==> src/bmp_lsb_pkg.sv <==
// ----------------------------------------------------------------------------
// bmp_lsb_pkg
// shared types and constants for the bitmap lsb message embedder
// ----------------------------------------------------------------------------
`default_nettype none

package bmp_lsb_pkg;

  localparam int unsigned DefMessageDepth = 256;
  localparam int unsigned DefHeaderBytes  = 54;

  typedef enum logic [1:0] {
    ACT_START  = 2'd0,
    ACT_APPEND = 2'd1,
    ACT_IMAGE  = 2'd2
  } action_e;

  typedef struct packed {
    logic [1:0] action;
    logic [7:0] message_byte;
    logic [7:0] image_byte;
  } in_beat_t;

  typedef struct packed {
    logic [7:0] out_byte;
    logic       is_last;
  } out_beat_t;

endpackage

`default_nettype wire

==> src/bmp_lsb_message_embedder_core.sv <==
// ----------------------------------------------------------------------------
// bmp_lsb_message_embedder_core
// hides a message in the least significant bits of a 32-bit bitmap stream
// ----------------------------------------------------------------------------
// One input beat is taken per clock cycle, back to back, while the skid entry
// is empty; an image beat that yields a result goes to the output register,
// or to the skid entry if the output stalls. The message bytes live in a
// single-port-write, registered-read buffer; the byte under the read pointer
// is always fetched ahead, a write of the same entry forwarded, so embedding
// never waits on the buffer. A two-entry output stage lets input continue for
// one beat while the consumer stalls. No clearing pass is needed after reset.
`default_nettype none

module bmp_lsb_message_embedder_core
  import bmp_lsb_pkg::*;
#(
  parameter int unsigned MessageDepth = DefMessageDepth,
  parameter int unsigned HeaderBytes  = DefHeaderBytes
) (
  input  wire logic      clk_i,
  input  wire logic      rst_ni,
  input  wire logic      in_valid_i,
  output logic           in_ready_o,
  input  wire in_beat_t  in_data_i,
  output logic           out_valid_o,
  input  wire logic      out_ready_i,
  output out_beat_t      out_data_o
);

  localparam int unsigned AddrW = (MessageDepth > 1) ? $clog2(MessageDepth) : 1;
  localparam int unsigned CntW  = $clog2(MessageDepth + 1);
  localparam int unsigned IdxW  = (CntW > AddrW) ? CntW : AddrW + 1;

  localparam logic [1:0] PH_MSG  = 2'd0;
  localparam logic [1:0] PH_TERM = 2'd1;
  localparam logic [1:0] PH_COPY = 2'd2;

  logic [7:0]      mem_q [MessageDepth];
  logic [7:0]      rd_data_q;
  logic            fwd_q;
  logic [7:0]      fwd_data_q;

  logic [IdxW-1:0] count_q, count_d;
  logic [IdxW-1:0] rd_idx_q, rd_idx_d;
  logic [2:0]      bit_idx_q, bit_idx_d;
  logic [31:0]     pos_q, pos_d;
  logic [31:0]     fsize_q, fsize_d;
  logic [1:0]      pix_q, pix_d;
  logic [1:0]      phase_q, phase_d;

  logic            in_fire;
  logic            has_res;
  out_beat_t       res;
  logic            wr_en;
  logic [AddrW-1:0] wr_addr;
  logic [AddrW-1:0] rd_addr;
  logic [7:0]      msg_byte;
  logic            last_flag;
  logic [2:0]      eff_bit;

  out_beat_t       out_q, skid_q;
  logic            out_valid_q, skid_valid_q;

  assign in_ready_o  = !skid_valid_q;
  assign in_fire     = in_valid_i && in_ready_o;
  assign out_valid_o = out_valid_q;
  assign out_data_o  = out_q;

  assign msg_byte  = fwd_q ? fwd_data_q : rd_data_q;
  assign last_flag = (fsize_q != 32'd0) && (pos_q == fsize_q - 32'd1);
  assign wr_addr   = count_q[AddrW-1:0];
  assign rd_addr   = rd_idx_d[AddrW-1:0];

  always_comb begin
    count_d   = count_q;
    rd_idx_d  = rd_idx_q;
    bit_idx_d = bit_idx_q;
    pos_d     = pos_q;
    fsize_d   = fsize_q;
    pix_d     = pix_q;
    phase_d   = phase_q;
    wr_en     = 1'b0;
    has_res   = 1'b0;
    res       = '0;
    eff_bit   = bit_idx_q;
    if (in_fire) begin
      case (in_data_i.action)
        ACT_START: begin
          count_d   = '0;
          rd_idx_d  = '0;
          bit_idx_d = '0;
          pos_d     = '0;
          fsize_d   = '0;
          pix_d     = '0;
          phase_d   = PH_MSG;
        end
        ACT_APPEND: begin
          if (count_q < IdxW'(MessageDepth)) begin
            wr_en   = 1'b1;
            count_d = count_q + IdxW'(1);
          end
        end
        ACT_IMAGE: begin
          if (pos_q != 32'hFFFF_FFFF) begin
            pos_d = pos_q + 32'd1;
          end
          if (pos_q < 32'(HeaderBytes)) begin
            // file size, little endian, bytes two to five
            if (pos_q[31:3] == 29'd0) begin
              case (pos_q[2:0])
                3'd2:    fsize_d[7:0]   = in_data_i.image_byte;
                3'd3:    fsize_d[15:8]  = in_data_i.image_byte;
                3'd4:    fsize_d[23:16] = in_data_i.image_byte;
                3'd5:    fsize_d[31:24] = in_data_i.image_byte;
                default: ;
              endcase
            end
            has_res      = 1'b1;
            res.out_byte = in_data_i.image_byte;
            res.is_last  = 1'b0;
          end else if (phase_q == PH_MSG || phase_q == PH_TERM) begin
            pix_d        = pix_q + 2'd1;
            has_res      = 1'b1;
            res.out_byte = in_data_i.image_byte;
            res.is_last  = last_flag;
            if (pix_d != 2'd0) begin
              if (phase_q == PH_MSG && rd_idx_q < count_q) begin
                res.out_byte = {in_data_i.image_byte[7:1], msg_byte[bit_idx_q]};
                bit_idx_d    = bit_idx_q + 3'd1;
                if (bit_idx_d == 3'd0) begin
                  rd_idx_d = rd_idx_q + IdxW'(1);
                end
              end else begin
                // terminator bits
                if (phase_q == PH_MSG) begin
                  eff_bit = 3'd0;
                end
                res.out_byte = {in_data_i.image_byte[7:1], 1'b0};
                bit_idx_d    = eff_bit + 3'd1;
                phase_d      = (bit_idx_d == 3'd0) ? PH_COPY : PH_TERM;
              end
            end
          end else begin
            if (pos_q < fsize_q) begin
              has_res      = 1'b1;
              res.out_byte = in_data_i.image_byte;
              res.is_last  = last_flag;
            end
          end
        end
        default: ;
      endcase
    end
  end

  // message buffer with write forwarding into the prefetched byte
  always_ff @(posedge clk_i) begin
    if (wr_en) begin
      mem_q[wr_addr] <= in_data_i.message_byte;
    end
    rd_data_q  <= mem_q[rd_addr];
    fwd_data_q <= in_data_i.message_byte;
  end

  always_ff @(posedge clk_i or negedge rst_ni) begin
    if (!rst_ni) begin
      fwd_q     <= 1'b0;
      count_q   <= '0;
      rd_idx_q  <= '0;
      bit_idx_q <= '0;
      pos_q     <= '0;
      fsize_q   <= '0;
      pix_q     <= '0;
      phase_q   <= PH_MSG;
    end else begin
      fwd_q     <= wr_en && (wr_addr == rd_addr);
      count_q   <= count_d;
      rd_idx_q  <= rd_idx_d;
      bit_idx_q <= bit_idx_d;
      pos_q     <= pos_d;
      fsize_q   <= fsize_d;
      pix_q     <= pix_d;
      phase_q   <= phase_d;
    end
  end

  // two-entry output stage
  always_ff @(posedge clk_i or negedge rst_ni) begin
    if (!rst_ni) begin
      out_valid_q  <= 1'b0;
      skid_valid_q <= 1'b0;
    end else begin
      if (out_valid_q && out_ready_i) begin
        if (skid_valid_q) begin
          skid_valid_q <= 1'b0;
        end else begin
          out_valid_q <= has_res;
        end
      end else if (has_res) begin
        if (out_valid_q) begin
          skid_valid_q <= 1'b1;
        end else begin
          out_valid_q <= 1'b1;
        end
      end
    end
  end

  always_ff @(posedge clk_i) begin
    if (out_valid_q && out_ready_i) begin
      if (skid_valid_q) begin
        out_q <= skid_q;
      end else if (has_res) begin
        out_q <= res;
      end
    end else if (has_res) begin
      if (out_valid_q) begin
        skid_q <= res;
      end else begin
        out_q <= res;
      end
    end
  end

endmodule

`default_nettype wire

==> config.mk <==
export PLATFORM = sky130hd
export DESIGN_NAME = bmp_lsb_message_embedder_core
export DESIGN_NICKNAME = d
export VERILOG_FILES = /design/src/bmp_lsb_pkg.sv /design/src/bmp_lsb_message_embedder_core.sv
export SDC_FILE = /design/constraint.sdc
export NUM_CORES = 2
export LEC_CHECK = 0
export BUFFER_PORTS_ARGS = -buffer_cell sky130_fd_sc_hd__buf_2
export CORE_MARGIN = 2
export CORE_UTILIZATION = 57
export CTS_BUF_LIST = sky130_fd_sc_hd__clkbuf_4 sky130_fd_sc_hd__clkbuf_8
export CTS_CLUSTER_SIZE = 30
export DETAILED_ROUTE_END_ITERATION = 16
export GPL_ROUTABILITY_DRIVEN = 0
export PLACE_DENSITY_LB_ADDON = 0.1
export RECOVER_POWER = 100
export SLEW_MARGIN = 0
export SYNTH_ARGS = -nofsm -noshare
export SYNTH_HDL_FRONTEND = slang
export SYNTH_SLANG_ARGS = --single-unit
==> constraint.sdc <==
create_clock -name clk_i -period 4.5 [get_ports clk_i]
set_input_delay 0.9 -clock clk_i [delete_from_list [all_inputs] [get_ports clk_i]]
set_output_delay 0.9 -clock clk_i [all_outputs]
set_load 0.1 [all_outputs]
==> summary.txt <==
STA
  – Tcrit/Tclk final: 1.018
  – Final Slew Violations: 1513
  – Final min period: 4.583 ns
  – Setup WS post-layout: -0.08321 ns
  – Final Hold Fails: 0
  – Slew margin rel.: -2.124
  – Min Hold Slack: approximately 0.18 ns
  – Skew final: 0.06214 ns
  – Max Freq: 218.2 MHz
  – RSZ-0062 raised after global routing: yes
  – Worst-Margin Slew: approximately 4.7 ns
  – Final setup viols: 82

Synthesis
  – Seq/Total Area, Yosys: 0.7269
  – #FFs+latches synth: between 2000 and 2500
  – Synth Flop Type: edfxtp_1
  – Post-Synth XOR/XNOR Area: 0.008355
  – Post-synth cell types: just over 90
  – Mux cell area share after synthesis: 0.06365
  – Async SR Flop Fraction: 0.04232
  – Synth Warn #: 0
  – Syn Inst Count: 6108
  – Number of synthesized flops with an enable pin: 2066
  – Synthesized area: 88960 sq um
  – Simple-gate share of the synthesized area: 0.09460
  – Post-synthesis adder-cell area fraction: 0.008017
  – Synthesized net count: 6187
  – Largest family of logic cells by synthesized area: simple AND/OR/NAND/NOR gates
  – Synth Area in Compound Gates: 0.07304
  – Syn Area/Cell: ~15 sq um

GRT
  – Via count of the first global-routing pass: ~57000
  – Gr ovfl total: 0
  – Initial antenna violation count: 12
  – Largest net degree at the start of global routing: 120
  – GRT Overall Usage: 0.3538
  – Global-route wire length before repair: 401600 um

Critical path
  – Crit path capture type: flop
  – CP arrival: between 5 and 6 ns
  – Startpoint Class: input pin
  – CP delay by family, top: buffers and inverters
  – Worst-path cell chain: clkbuf_1 > clkbuf_4
  – Slowest-stage cell, CP: clkbuf_1
  – Critical Path RT: 5.17 ns
  – Critical path buffer and inverter count: 2
  – Largest stage delay, worst path: around 2.8 ns
  – Worst-path maximum fanout: 81
  – CP Class: in -> reg

Floorplanning
  – I/O pin cnt: 33
  – Core footprint: 154600 sq um
  – Row cnt: 144
  – Die ar.: 159200 sq um
  – Vert. Die Dim: 399.1 um
  – Initial Util: 0.5754
  – Chip Width: 399.1 um

Min path
  – Worst hold-check path type: in -> reg

Cells and area
  – Layout area overhead: 17.48%
  – Layout net count: ~7000
  – Most frequent cells in the layout: 2066 x edfxtp_1, 983 x nand2_1, 700 x buf_4
  – Commonest non-fill, non-tap cell in the layout: edfxtp_1
  – Final std cells w/o fill: between 9000 and 10000
  – Layout cells sized above 1: 0.2211

Clock network
  – Clock root buffer: clkbuf_8
  – CTS buffer count: 357
  – CTS tree: done
  – Clock slew at reported path FFs: 0.06 ns
  – # clock sinks: approximately 2200
  – Level count of the clock H-tree: 5
  – CTS max path bufs: 4
  – Skew-Pair Late Insertion Delay: ~1 ns

Drt
  – Post-DR vias/cell: 6.448
  – DR vias: ~60000
  – Drt drc: 0
  – Mean routed wirelength per cell: 30.64 um
  – 1st-iter DRT viols: between 9000 and 10000
  – Remaining antenna violation count after routing: 0
  – Total wire length: 283900 um
  – DR pass1 iterations: 6

Placement
  – Dpl hpwl: 186200 um
  – Pre-CTS setup slack: -0.6651 ns
  – I/O Buffers: 32
  – Placed Cells: 8618

Flow run
  – Max_cap viols: 19

Outcome
  – Failing checks: max-capacitance violations, max-slew violations, negative setup slack
  – Status: complete, but fails checks

Power
  – P_leak: 36.30 nW
  – PwrDens: 388.3 nW/um^2
  – Worst vdd ir: between 0.3 and 0.4 mV
[cells by family after synthesis]
logic type | count (synthesis)
buf+inv | 447
compound gates | 972
mux | 448
fa+ha+maj | 57
simple gates | 1926
xor+xnor | 84
flops | 2174
[timing repair]
item | CTS | global route
hold buffers | 1 | 0
gates cloned | 0 | 3
buffers inserted | 10 | 16
hold endpoints to repair | 32 | 0
endpoints found under the setup margin | 8 | 8
resized for setup | 34 | 66
pin swaps | 8 | 20
[synthesized netlist by cell type, drive strengths merged, types with 7 or more instances]
cell type     n  area, sq um
or3          20        135.1
mux4         93         2095
dfxtp        16        320.3
a21oi       257         1290
nor4         54        386.6
buf         241         1490
a31oi        67        419.2
clkbuf      137        514.2
a211oi       76        588.1
nor2        394         1528
nor2b        11        68.82
ha           57        713.2
xnor2        56        498.0
o22ai        73        456.7
a21o         12        97.59
xor2         28        245.2
edfxtp     2066        62040
a21boi        7        56.30
nand2       988         3716
o21ai       156        780.8
inv          69        259.0
o211ai       17        127.6
nand3       235         1176
a2111oi      25        231.5
nand4        70        444.2
o2111ai      22        192.7
mux2          8        90.09
and3         62        392.9
a32oi        93        814.5
dfrtp        92         2302
a22oi        37        277.8
a311oi       19        166.4
a221oi       53        464.2
nor3         54        280.3
mux2i       347         3477
o21a          7        52.55
[final timing paths]
| check | startpoint | endpoint | slack [ns] | cells after the start |
|---|---|---|---|---|
| worst min register to register | pix_q[0]$_DFFE_PN0P_ | pix_q[0]$_DFFE_PN0P_ | 0.51 | 1 |
| worst min-delay path | out_ready_i | skid_valid_q$_DFFE_PN0P_ | 0.18 | 4 |
| worst max-delay path | in_data_i[10] | mem_q[230][2]$_DFFE_PP_ | -0.08 | 2 |
| worst max register to register | count_q[4]$_DFFE_PN0P_ | rd_data_q[5]$_DFF_P_ | -0.02 | 17 |
| max in group asynchronous | rst_ni | rd_idx_q[4]$_DFF_PN0_ | 1.65 | 3 |
| min in group asynchronous | rst_ni | pos_q[0]$_DFFE_PN0P_ | 0.90 | 2 |
[routing by layer]
layer / routed length, um / GRT usage
met1: 107900 / 0.4987
met3: 34970 / 0.08768
met5: 54 / 0
met4: 14060 / 0.1556
met2: 126900 / 0.5276
[power by group]
| part | total, W | switching [W] | internal [W] |
|---|---|---|---|
| Sequential | 0.0223 | 0.0000821 | 0.0223 |
| Clock | 0.0166 | 0.00771 | 0.00888 |
| Combinational | 0.00165 | 0.00119 | 0.000460 |
[sequential cells by signal, indices dropped and copies added, names as in the netlist, 3 cells and up]
register / cells
fwd_data_q: 8
count_q: 9
mem_q: 2048
fsize_q: 32
rd_data_q: 8
pos_q: 32
bit_idx_q: 3
rd_idx_q: 9
out_data_o: 9
skid_q: 9
[cell type report]
cell class	count	area, sq um
timing repair inverter	1	8.758
multi-input combinational	3487	22500
fill	10910	50080
timing repair buffer	872	7806
clock buffer	474	5873
antenna	12	30.03
sequential	2174	64660
tap	2044	2557
inverter	69	291.5
clock inverter	133	777.0
[per-stage QoR]
stage | util | TNS, ns | power [W] | cell area (sq um)
finish | 0.6760 | -5.007 | 0.04058 | 104500
global route | 0.6759 | -0.2408 | 0.04161 | 104500
CTS | 0.6745 | 0 | 0.04059 | 104300
detailed placement | 0.6298 | -3.543 | 0.02432 | 97350
global placement | 0.6296 | -3.582 | 0.02429 | 97320
floorplan | - | 0 | 0.02343 | 88960
Power figures use the tool's default switching activity.
